`config.mk`:
```
export PLATFORM = sky130hd
export DESIGN_NAME = exponential_ar_envelope_core
export DESIGN_NICKNAME = d
export VERILOG_FILES = /design/src/hdl/eare_pkg.sv /design/src/hdl/eare_ctrl.sv /design/src/hdl/eare_dp.sv /design/src/hdl/exponential_ar_envelope_core.sv
export SDC_FILE = /design/constraint.sdc
export NUM_CORES = 2
export LEC_CHECK = 0
export ABC_AREA = 1
export BUFFER_PORTS_ARGS = -buffer_cell sky130_fd_sc_hd__clkbuf_2
export CAP_MARGIN = 10
export CORE_MARGIN = 2
export CORE_UTILIZATION = 60
export CTS_BUF_LIST = sky130_fd_sc_hd__clkbuf_16
export CTS_CLUSTER_SIZE = 28
export DETAILED_ROUTE_END_ITERATION = 10
export GPL_ROUTABILITY_DRIVEN = 0
export PLACE_DENSITY_LB_ADDON = 0.05
export RECOVER_POWER = 25
export SYNTH_ARGS = -nofsm -noshare
export SYNTH_HDL_FRONTEND = slang
export SYNTH_SLANG_ARGS = --single-unit
```
`constraint.sdc`:
```
create_clock -name clock -period 13.17 [get_ports clock]
set_clock_uncertainty 0.1 [all_clocks]
set_input_delay 0 -clock clock [delete_from_list [all_inputs] [get_ports clock]]
set_output_delay 0 -clock clock [all_outputs]
set_load 0.02 [all_outputs]
```
`src/hdl/eare_pkg.sv`:
```
`timescale 1ns / 1ps
`default_nettype none

package eare_pkg;

   localparam int LEVEL_WIDTH_DEF = 24;
   localparam int TICK_WIDTH_DEF  = 16;
   localparam int RATIO_WIDTH     = 16;
   localparam int CSR_INDEX_WIDTH = 3;

   localparam logic [CSR_INDEX_WIDTH-1:0] CSR_ATTACK_LENGTH     = 3'd0;
   localparam logic [CSR_INDEX_WIDTH-1:0] CSR_RELEASE_LENGTH    = 3'd1;
   localparam logic [CSR_INDEX_WIDTH-1:0] CSR_START_LEVEL       = 3'd2;
   localparam logic [CSR_INDEX_WIDTH-1:0] CSR_PEAK_LEVEL        = 3'd3;
   localparam logic [CSR_INDEX_WIDTH-1:0] CSR_END_LEVEL         = 3'd4;
   localparam logic [CSR_INDEX_WIDTH-1:0] CSR_ATTACK_TAU_RATIO  = 3'd5;
   localparam logic [CSR_INDEX_WIDTH-1:0] CSR_RELEASE_TAU_RATIO = 3'd6;

   localparam int ATTACK_LENGTH_RESET     = 50;
   localparam int RELEASE_LENGTH_RESET    = 200;
   localparam int START_LEVEL_RESET       = 3686;
   localparam int PEAK_LEVEL_RESET        = 4096;
   localparam int END_LEVEL_RESET         = 0;
   localparam int ATTACK_TAU_RATIO_RESET  = 1475;
   localparam int RELEASE_TAU_RATIO_RESET = 1475;

   // x = offset * 2^28 / den; x >= 2^21 always gives exp = 0
   localparam int QUOT_WIDTH    = 21;
   localparam int DIV_CNT_WIDTH = $clog2(QUOT_WIDTH);
   localparam int PRE_SHIFT     = 28 - QUOT_WIDTH;
   localparam int FRAC_WIDTH    = 16;
   localparam int EXP_WIDTH     = 17;
   localparam int Y_WIDTH       = QUOT_WIDTH + EXP_WIDTH - FRAC_WIDTH;
   localparam int K_WIDTH       = Y_WIDTH - FRAC_WIDTH;
   localparam int SHIFT_WIDTH   = 5;
   localparam int SEG_WIDTH     = 4;
   localparam int INTERP_WIDTH  = 12;
   localparam int K_MAX         = 16;

   localparam logic [EXP_WIDTH-1:0] LOG2E_Q16 = 17'd94548;
   localparam logic [EXP_WIDTH-1:0] EXP_ONE   = 17'd65536;

   typedef struct packed {
      logic load;
      logic calc_den;
      logic check;
      logic div_step;
      logic calc_log;
      logic calc_interp;
      logic calc_exp;
      logic calc_mix;
      logic emit;
   } eare_cmd_type;

   typedef struct packed {
      logic skip_div;
   } eare_sts_type;

   // round(65536 * 2^(-idx/16))
   function automatic logic [EXP_WIDTH-1:0] pow2_tab(input logic [SEG_WIDTH:0] idx);
      logic [EXP_WIDTH-1:0] val;
      unique case (idx)
         5'd0:    val = 17'd65536;
         5'd1:    val = 17'd62757;
         5'd2:    val = 17'd60097;
         5'd3:    val = 17'd57549;
         5'd4:    val = 17'd55109;
         5'd5:    val = 17'd52773;
         5'd6:    val = 17'd50535;
         5'd7:    val = 17'd48393;
         5'd8:    val = 17'd46341;
         5'd9:    val = 17'd44376;
         5'd10:   val = 17'd42495;
         5'd11:   val = 17'd40693;
         5'd12:   val = 17'd38968;
         5'd13:   val = 17'd37316;
         5'd14:   val = 17'd35734;
         5'd15:   val = 17'd34219;
         5'd16:   val = 17'd32768;
         default: val = 17'd32768;
      endcase
      return val;
   endfunction

   function automatic logic [INTERP_WIDTH-1:0] pow2_step(input logic [SEG_WIDTH-1:0] idx);
      logic [EXP_WIDTH-1:0] diff;
      diff = pow2_tab({1'b0, idx}) - pow2_tab({1'b0, idx} + 5'd1);
      return diff[INTERP_WIDTH-1:0];
   endfunction

endpackage

`default_nettype wire

```
`src/hdl/eare_ctrl.sv`:
```
`timescale 1ns / 1ps
`default_nettype none

module eare_ctrl (
   input  wire logic                   clock,
   input  wire logic                   reset,
   input  wire logic                   req_tvalid,
   output logic                        req_tready,
   output logic                        rsp_tvalid,
   input  wire logic                   rsp_tready,
   output eare_pkg::eare_cmd_type      cmd,
   input  wire eare_pkg::eare_sts_type sts
);
   import eare_pkg::*;

   localparam logic [3:0] ST_IDLE   = 4'd0;
   localparam logic [3:0] ST_DEN    = 4'd1;
   localparam logic [3:0] ST_CHK    = 4'd2;
   localparam logic [3:0] ST_DIV    = 4'd3;
   localparam logic [3:0] ST_LOG    = 4'd4;
   localparam logic [3:0] ST_INTERP = 4'd5;
   localparam logic [3:0] ST_EXP    = 4'd6;
   localparam logic [3:0] ST_MIX    = 4'd7;
   localparam logic [3:0] ST_OUT    = 4'd8;

   logic [3:0]               state_ff, state_in;
   logic [DIV_CNT_WIDTH-1:0] cnt_ff, cnt_in;
   logic                     rsp_valid_ff, rsp_valid_in;

   always_comb begin
      cmd          = '0;
      state_in     = state_ff;
      cnt_in       = cnt_ff;
      rsp_valid_in = rsp_valid_ff && !rsp_tready;
      unique case (state_ff)
         ST_IDLE: begin
            if (req_tvalid) begin
               cmd.load = 1'b1;
               state_in = ST_DEN;
            end
         end
         ST_DEN: begin
            cmd.calc_den = 1'b1;
            state_in     = ST_CHK;
         end
         ST_CHK: begin
            cmd.check = 1'b1;
            if (sts.skip_div) begin
               state_in = ST_MIX;
            end else begin
               state_in = ST_DIV;
               cnt_in   = DIV_CNT_WIDTH'(QUOT_WIDTH - 1);
            end
         end
         ST_DIV: begin
            cmd.div_step = 1'b1;
            if (cnt_ff == '0) begin
               state_in = ST_LOG;
            end else begin
               cnt_in = cnt_ff - 1'b1;
            end
         end
         ST_LOG: begin
            cmd.calc_log = 1'b1;
            state_in     = ST_INTERP;
         end
         ST_INTERP: begin
            cmd.calc_interp = 1'b1;
            state_in        = ST_EXP;
         end
         ST_EXP: begin
            cmd.calc_exp = 1'b1;
            state_in     = ST_MIX;
         end
         ST_MIX: begin
            cmd.calc_mix = 1'b1;
            state_in     = ST_OUT;
         end
         ST_OUT: begin
            if (!rsp_valid_ff || rsp_tready) begin
               cmd.emit     = 1'b1;
               rsp_valid_in = 1'b1;
               state_in     = ST_IDLE;
            end
         end
         default: begin
            state_in = ST_IDLE;
         end
      endcase
   end

   always_ff @(posedge clock) begin
      if (reset) begin
         state_ff     <= ST_IDLE;
         cnt_ff       <= '0;
         rsp_valid_ff <= 1'b0;
      end else begin
         state_ff     <= state_in;
         cnt_ff       <= cnt_in;
         rsp_valid_ff <= rsp_valid_in;
      end
   end

   assign req_tready = (state_ff == ST_IDLE);
   assign rsp_tvalid = rsp_valid_ff;

`ifndef NO_ASSERTIONS
   a_one_cmd: assert property (@(posedge clock) disable iff (reset) $onehot0(cmd))
      else $error("more than one datapath command");
   a_load_den: assert property (@(posedge clock) disable iff (reset) cmd.load |=> cmd.calc_den)
      else $error("accepted request not followed by tau product");
   a_emit_free: assert property (@(posedge clock) disable iff (reset)
      cmd.emit |-> (!rsp_valid_ff || rsp_tready))
      else $error("result overwrites one not yet taken");
   a_div_follow: assert property (@(posedge clock) disable iff (reset)
      (cmd.check && !sts.skip_div) |=> cmd.div_step)
      else $error("divide not started after check");
`endif

endmodule

`default_nettype wire

```
`src/hdl/eare_dp.sv`:
```
`timescale 1ns / 1ps
`default_nettype none

module eare_dp #(
   parameter int LEVEL_WIDTH = eare_pkg::LEVEL_WIDTH_DEF,
   parameter int TICK_WIDTH  = eare_pkg::TICK_WIDTH_DEF
) (
   input  wire logic                              clock,
   input  wire logic                              reset,
   input  wire eare_pkg::eare_cmd_type            cmd,
   output eare_pkg::eare_sts_type                 sts,
   input  wire logic [TICK_WIDTH-1:0]             attack_length,
   input  wire logic [TICK_WIDTH-1:0]             release_length,
   input  wire logic [LEVEL_WIDTH-1:0]            start_level,
   input  wire logic [LEVEL_WIDTH-1:0]            peak_level,
   input  wire logic [LEVEL_WIDTH-1:0]            end_level,
   input  wire logic [eare_pkg::RATIO_WIDTH-1:0]  attack_tau_ratio,
   input  wire logic [eare_pkg::RATIO_WIDTH-1:0]  release_tau_ratio,
   input  wire logic [TICK_WIDTH-1:0]             tick_index,
   output logic [LEVEL_WIDTH-1:0]                 level,
   output logic                                   in_attack
);
   import eare_pkg::*;

   localparam int DEN_WIDTH       = TICK_WIDTH + RATIO_WIDTH;
   localparam int DIFF_WIDTH      = LEVEL_WIDTH + 1;
   localparam int MIX_WIDTH       = DIFF_WIDTH + EXP_WIDTH + 1;
   localparam int LOG_PROD_WIDTH  = QUOT_WIDTH + EXP_WIDTH;
   localparam int STEP_PROD_WIDTH = 2 * INTERP_WIDTH;
   localparam int OFF_PAD         = DEN_WIDTH - TICK_WIDTH - PRE_SHIFT;

   // request capture
   logic                          tick_attack;
   logic                          phase_ff;
   logic [TICK_WIDTH-1:0]         offset_ff, offset_in;
   logic [TICK_WIDTH-1:0]         len_ff, len_in;
   logic [RATIO_WIDTH-1:0]        ratio_ff, ratio_in;
   logic [LEVEL_WIDTH-1:0]        base_ff, base_in;
   logic signed [DIFF_WIDTH-1:0]  diff_ff, diff_in;
   logic [LEVEL_WIDTH-1:0]        last_ff;

   // divide
   logic [DEN_WIDTH-1:0]          den_ff, den_in;
   logic [DEN_WIDTH-1:0]          scaled_off;
   logic [DEN_WIDTH-1:0]          rem_ff, rem_in;
   logic [DEN_WIDTH:0]            rem_shift, rem_diff;
   logic                          quot_bit;
   logic [QUOT_WIDTH-1:0]         quot_ff;

   // exp
   logic [LOG_PROD_WIDTH-1:0]     log_prod;
   logic [Y_WIDTH-1:0]            y_ff, y_in;
   logic [K_WIDTH-1:0]            k_val;
   logic [SEG_WIDTH-1:0]          seg;
   logic [INTERP_WIDTH-1:0]       frac_t;
   logic [STEP_PROD_WIDTH-1:0]    step_ff, step_in;
   logic [EXP_WIDTH-1:0]          mant;
   logic [EXP_WIDTH-1:0]          exp_ff, exp_in;

   // level
   logic [EXP_WIDTH-1:0]          mult;
   logic signed [MIX_WIDTH-1:0]   mix_ff, mix_in;
   logic [LEVEL_WIDTH-1:0]        level_ff, level_in;
   logic                          in_attack_ff;

   always_comb begin
      tick_attack = tick_index < attack_length;
      offset_in   = tick_attack ? tick_index : tick_index - attack_length;
      len_in      = tick_attack ? attack_length : release_length;
      ratio_in    = tick_attack ? attack_tau_ratio : release_tau_ratio;
      base_in     = tick_attack ? start_level : end_level;
      diff_in     = tick_attack
                  ? DIFF_WIDTH'($signed(peak_level)) - DIFF_WIDTH'($signed(start_level))
                  : DIFF_WIDTH'($signed(last_ff)) - DIFF_WIDTH'($signed(end_level));
   end

   always_comb begin
      den_in = {{RATIO_WIDTH{1'b0}}, len_ff} * {{TICK_WIDTH{1'b0}}, ratio_ff};
      scaled_off = {{OFF_PAD{1'b0}}, offset_ff, {PRE_SHIFT{1'b0}}};
      sts.skip_div = (den_ff == '0) || (scaled_off >= den_ff);
      rem_shift = {rem_ff, 1'b0};
      rem_diff  = rem_shift - {1'b0, den_ff};
      quot_bit  = rem_shift >= {1'b0, den_ff};
      rem_in    = quot_bit ? rem_diff[DEN_WIDTH-1:0] : rem_shift[DEN_WIDTH-1:0];
   end

   always_comb begin
      log_prod = {{EXP_WIDTH{1'b0}}, quot_ff} * {{QUOT_WIDTH{1'b0}}, LOG2E_Q16};
      y_in     = log_prod[FRAC_WIDTH +: Y_WIDTH];
      k_val    = y_ff[Y_WIDTH-1:FRAC_WIDTH];
      seg      = y_ff[FRAC_WIDTH-1 -: SEG_WIDTH];
      frac_t   = y_ff[INTERP_WIDTH-1:0];
      step_in  = {{INTERP_WIDTH{1'b0}}, pow2_step(seg)} * {{INTERP_WIDTH{1'b0}}, frac_t};
      mant     = pow2_tab({1'b0, seg})
               - EXP_WIDTH'(step_ff[STEP_PROD_WIDTH-1:INTERP_WIDTH]);
      exp_in   = (k_val > K_WIDTH'(K_MAX)) ? '0 : mant >> k_val[SHIFT_WIDTH-1:0];
   end

   always_comb begin
      mult     = phase_ff ? EXP_ONE - exp_ff : exp_ff;
      mix_in   = MIX_WIDTH'(diff_ff) * $signed(MIX_WIDTH'(mult));
      level_in = base_ff + mix_ff[FRAC_WIDTH +: LEVEL_WIDTH];
   end

   always_ff @(posedge clock) begin
      if (cmd.load) begin
         phase_ff  <= tick_attack;
         offset_ff <= offset_in;
         len_ff    <= len_in;
         ratio_ff  <= ratio_in;
         base_ff   <= base_in;
         diff_ff   <= diff_in;
      end
      if (cmd.calc_den) begin
         den_ff <= den_in;
      end
      if (cmd.check) begin
         rem_ff <= scaled_off;
         exp_ff <= '0;
      end
      if (cmd.div_step) begin
         rem_ff  <= rem_in;
         quot_ff <= {quot_ff[QUOT_WIDTH-2:0], quot_bit};
      end
      if (cmd.calc_log) begin
         y_ff <= y_in;
      end
      if (cmd.calc_interp) begin
         step_ff <= step_in;
      end
      if (cmd.calc_exp) begin
         exp_ff <= exp_in;
      end
      if (cmd.calc_mix) begin
         mix_ff <= mix_in;
      end
      if (cmd.emit) begin
         level_ff     <= level_in;
         in_attack_ff <= phase_ff;
      end
   end

   // level kept from the most recent attack tick
   always_ff @(posedge clock) begin
      if (reset) begin
         last_ff <= LEVEL_WIDTH'(START_LEVEL_RESET);
      end else if (cmd.emit && phase_ff) begin
         last_ff <= level_in;
      end
   end

   assign level     = level_ff;
   assign in_attack = in_attack_ff;

endmodule

`default_nettype wire

```
`src/hdl/exponential_ar_envelope_core.sv`:
```
`timescale 1ns / 1ps
`default_nettype none

// A request runs through a 21-step serial divider for tick/tau; the divide is
// skipped when the tau product is zero or the tick offset is past the exp range.
// A new request is accepted only after the last result has been emitted, and a
// result not yet taken at the output holds the next one back.
// Reset: synchronous, active high; the settings registers return to their defaults and
// the kept attack level to the default start level.
module exponential_ar_envelope_core #(
   parameter int   LEVEL_WIDTH = eare_pkg::LEVEL_WIDTH_DEF,
   parameter int   TICK_WIDTH  = eare_pkg::TICK_WIDTH_DEF,
   localparam int  REQ_DATA_WIDTH = ((TICK_WIDTH + 7) / 8) * 8,
   localparam int  RSP_DATA_WIDTH = ((LEVEL_WIDTH + 7) / 8) * 8,
   localparam int  CSR_DATA_WIDTH = (LEVEL_WIDTH > TICK_WIDTH) ? LEVEL_WIDTH : TICK_WIDTH
) (
   input  wire logic                                  clock,
   input  wire logic                                  reset,
   input  wire logic                                  req_tvalid,
   output logic                                       req_tready,
   input  wire logic [REQ_DATA_WIDTH-1:0]             req_tdata,   // tick_index
   output logic                                       rsp_tvalid,
   input  wire logic                                  rsp_tready,
   output logic [RSP_DATA_WIDTH-1:0]                  rsp_tdata,   // level
   output logic                                       rsp_tuser,   // in_attack
   input  wire logic                                  csr_valid,
   output logic                                       csr_ready,
   input  wire logic [eare_pkg::CSR_INDEX_WIDTH-1:0]  csr_index,
   input  wire logic [CSR_DATA_WIDTH-1:0]             csr_wdata
);
   import eare_pkg::*;

   logic [TICK_WIDTH-1:0]  attack_length_ff;
   logic [TICK_WIDTH-1:0]  release_length_ff;
   logic [LEVEL_WIDTH-1:0] start_level_ff;
   logic [LEVEL_WIDTH-1:0] peak_level_ff;
   logic [LEVEL_WIDTH-1:0] end_level_ff;
   logic [RATIO_WIDTH-1:0] attack_tau_ratio_ff;
   logic [RATIO_WIDTH-1:0] release_tau_ratio_ff;

   eare_cmd_type           cmd;
   eare_sts_type           sts;
   logic [LEVEL_WIDTH-1:0] level;
   logic                   in_attack;

   assign csr_ready = 1'b1;

   always_ff @(posedge clock) begin
      if (reset) begin
         attack_length_ff     <= TICK_WIDTH'(ATTACK_LENGTH_RESET);
         release_length_ff    <= TICK_WIDTH'(RELEASE_LENGTH_RESET);
         start_level_ff       <= LEVEL_WIDTH'(START_LEVEL_RESET);
         peak_level_ff        <= LEVEL_WIDTH'(PEAK_LEVEL_RESET);
         end_level_ff         <= LEVEL_WIDTH'(END_LEVEL_RESET);
         attack_tau_ratio_ff  <= RATIO_WIDTH'(ATTACK_TAU_RATIO_RESET);
         release_tau_ratio_ff <= RATIO_WIDTH'(RELEASE_TAU_RATIO_RESET);
      end else if (csr_valid && csr_ready) begin
         unique case (csr_index)
            CSR_ATTACK_LENGTH:     attack_length_ff     <= csr_wdata[TICK_WIDTH-1:0];
            CSR_RELEASE_LENGTH:    release_length_ff    <= csr_wdata[TICK_WIDTH-1:0];
            CSR_START_LEVEL:       start_level_ff       <= csr_wdata[LEVEL_WIDTH-1:0];
            CSR_PEAK_LEVEL:        peak_level_ff        <= csr_wdata[LEVEL_WIDTH-1:0];
            CSR_END_LEVEL:         end_level_ff         <= csr_wdata[LEVEL_WIDTH-1:0];
            CSR_ATTACK_TAU_RATIO:  attack_tau_ratio_ff  <= csr_wdata[RATIO_WIDTH-1:0];
            CSR_RELEASE_TAU_RATIO: release_tau_ratio_ff <= csr_wdata[RATIO_WIDTH-1:0];
            default: begin
            end
         endcase
      end
   end

   eare_ctrl u_ctrl (
      .clock      (clock),
      .reset      (reset),
      .req_tvalid (req_tvalid),
      .req_tready (req_tready),
      .rsp_tvalid (rsp_tvalid),
      .rsp_tready (rsp_tready),
      .cmd        (cmd),
      .sts        (sts)
   );

   eare_dp #(
      .LEVEL_WIDTH (LEVEL_WIDTH),
      .TICK_WIDTH  (TICK_WIDTH)
   ) u_dp (
      .clock             (clock),
      .reset             (reset),
      .cmd               (cmd),
      .sts               (sts),
      .attack_length     (attack_length_ff),
      .release_length    (release_length_ff),
      .start_level       (start_level_ff),
      .peak_level        (peak_level_ff),
      .end_level         (end_level_ff),
      .attack_tau_ratio  (attack_tau_ratio_ff),
      .release_tau_ratio (release_tau_ratio_ff),
      .tick_index        (req_tdata[TICK_WIDTH-1:0]),
      .level             (level),
      .in_attack         (in_attack)
   );

   assign rsp_tdata = RSP_DATA_WIDTH'(level);
   assign rsp_tuser = in_attack;

endmodule

`default_nettype wire

```
==> summary.txt <==
Most used flip-flop cell after synthesis - edfxtp_1
Distinct cell type count after synthesis - 66
RR Startpoint - u_dp.y_ff[12]
Die area - 0.1048 mm²
Failing checks - capacitance limit, slew limit
Row count - 117
Data required time of the worst path - 13.46 ns
Post-route ant nets - 0
Period utilization - 0.6384
CP Class - flop to flop
Pre-antenna DRT Iters - 7
CP Max Fanout - 14
Die Wd - 323.8 µm
CP most frequent cell - nand2_1
Top cells by area, synth - fa_1 (26%), edfxtp_1 (14%), ha_1 (12%), nand2_1 (11%), inv_1 (10%)
Asr flop ratio synth - 0
CTS hold repair buffers - 66
Max Cap Viol - 4
CTS H-tree lvls - 2
Commonest non-fill, non-tap cells in the layout - nand2_1 (1727), inv_1 (1648), fa_1 (793)
Vias after detailed routing - 50870
Placed Area - 0.06271 mm²
Max-slew violations - 147
CP startpoint kind - flop
Setup violators final - 0
Register area share after synthesis - 0.1995
Most common cell after layout, fill and taps aside - nand2_1
Avg Inst Size Synth - 7.900 µm²
Status - complete, but fails checks
Ys Warns - 0
Final instance count without filler cells - 9181
Worst hold path type - primary input to flop
RSZ-0062 raised after global routing - false
Headroom to the max-slew limit - -0.7477
Antenna violations before repair - 4
TritonCTS clock tree - built
CP peak stage delay - 0.59 ns
Tmin final - 8.408 ns
Post-CTS setup repair buffer count - 0
Initial core utilization - 0.6039
Final Hold Slack - 0.1122 ns
CP arrival - 8.70 ns
Post-synthesis register bit count - 470
Mapped cell area - 0.06136 mm²
Drt wl/cell - 18.53 µm
Largest net degree at the start of global routing - 86
Post_cts resized - 0
DRC - 0
CTS sink count - 470
NumNets Final - 9199
CTS max path bufs - 3
Core area - 0.1016 mm²
Root buf cell - clkbuf_16
Clk slew on worst S/H paths - 0.06 ns
CP Capture Type - flop
Placed Cells - 9015
Design area - 0.06495 mm²
Area growth syn-to-layout - 5.848%
Critical path origin - u_dp.y_ff[12]
CTS buffer count - 53
Number of diodes - 0
Peak Freq - 118.9 MHz
Post-Syn Nets - 9197
Worst hold start - csr_wdata[22]
Overflow after GRT - 0
Final HPWL DP - 138000 µm
Final wirelength - 170100 µm
Worst skew pair latency - 0.65 ns
Iteration-0 DRC Markers - 4404
Global-route wire length before repair - 270400 µm
DR vias/cell - 5.541
Layout cells sized above 1 - 0.03097
Chip height - 323.8 µm
Gr usage total - 0.3307
Dominant cell type by area after synthesis - fa_1
Cells after Synth - 7767
TNS Setup - 0 ns
Hold Violations, Final - 0
Port bufs - 74
Top-area cell type share of the netlist area - 0.2587
Worst-margin pin slew - 2.622 ns
Number of synthesized flops with an enable pin - 283
Slowest CP cell - fa_1
Top Ports - 76
Number of global-route vias before repair - 49840
## cell families (layout without fill, tap and decap cells)
kind of cell | Yosys count | count (layout) | share of synthesized area
xor gates and xnor gates | 180 | 180 | 0.02594
DFF | 470 | 470 | 0.1995
muxes | 3 | 3 | 0.0004894
other | 1 | 1 | 0.00006112
and+or+nand+nor | 2947 | 2947 | 0.1961
adders and majority gates | 1382 | 1382 | 0.3788
buffers and inverters | 1885 | 1931 | 0.1181
AOI/OAI and AO/OA | 899 | 899 | 0.08100
## Yosys cell counts (27+ instances only)
cell type and instances:
a31oi_1 30, xor2_1 111, or2_2 29, o21ai_0 340, nand3_1 311, fa_1 793
clkbuf_1 168, nor3_1 58, xnor2_1 67, nand4_1 45, nor2_1 692, a21oi_1 354
inv_1 1638, edfxtp_1 283, nand2_1 1728, ha_1 589, nand3b_1 27, a21o_1 33
buf_2 32, dfxtp_1 187
## metal layers
layer,up-vias,wire length [µm],GRT usage
met4,4,5979,0.1062
li1,24030,-,-
met1,24540,73560,0.4656
met2,1933,76230,0.5231
met5,-,27,0
met3,366,14280,0.05450
## through the flow
step | setup slack, ns | util
5_1_grt | 4.292 | 0.6393
3_3_place_gp | 5.018 | 0.6173
6_report | 4.762 | 0.6393
3_5_place_dp | 4.878 | 0.6173
2_1_floorplan | 5.220 | -
4_1_cts | 4.867 | 0.6400
## cell type report
cell class / instances / area (µm²)
tap: 1368 / 1712
multi-input combinational: 5412 / 41900
inverter: 1659 / 6231
timing repair buffer: 173 / 1212
clock inverter: 44 / 275.3
clock buffer: 55 / 1376
fill: 9138 / 36650
sequential: 470 / 12240
## critical path, delay by kind of cell (launching register included)
kind | cells | cell delay (ns)
adder cells (fa/ha/maj) | 9 | 3.90
buffers and inverters | 4 | 0.59
AND/OR/NAND/NOR | 14 | 1.62
XOR/XNOR | 1 | 0.57
AO/OA/AOI/OAI | 6 | 0.83
flip-flops | 1 | 0.55
## registers in the layout, indices dropped and copies added, names as in the netlist, 17 cells and up, named ones only
signal	count
end_level_ff	24
peak_level_ff	24
start_level_ff	24
u_dp.base_ff	24
u_dp.den_ff	32
u_dp.diff_ff	25
u_dp.exp_ff	17
u_dp.last_ff	24
u_dp.level	24
u_dp.mix_ff	24
u_dp.quot_ff	21
u_dp.rem_ff	32
u_dp.y_ff	22
## path summary, 6_finish.rpt
path / cells after the start / slack, ns / end
worst min-delay path: 4 / 0.11 / start_level_ff[22]
worst max register to register: 34 / 4.76 / u_dp.step_ff[23]
worst min register to register: 2 / 0.36 / attack_tau_ratio_ff[10]
worst max-delay path: 34 / 4.76 / u_dp.step_ff[23]
Power is not shown: default switching activity piles up to over one toggle a cycle in this logic, so the estimate is an artifact.
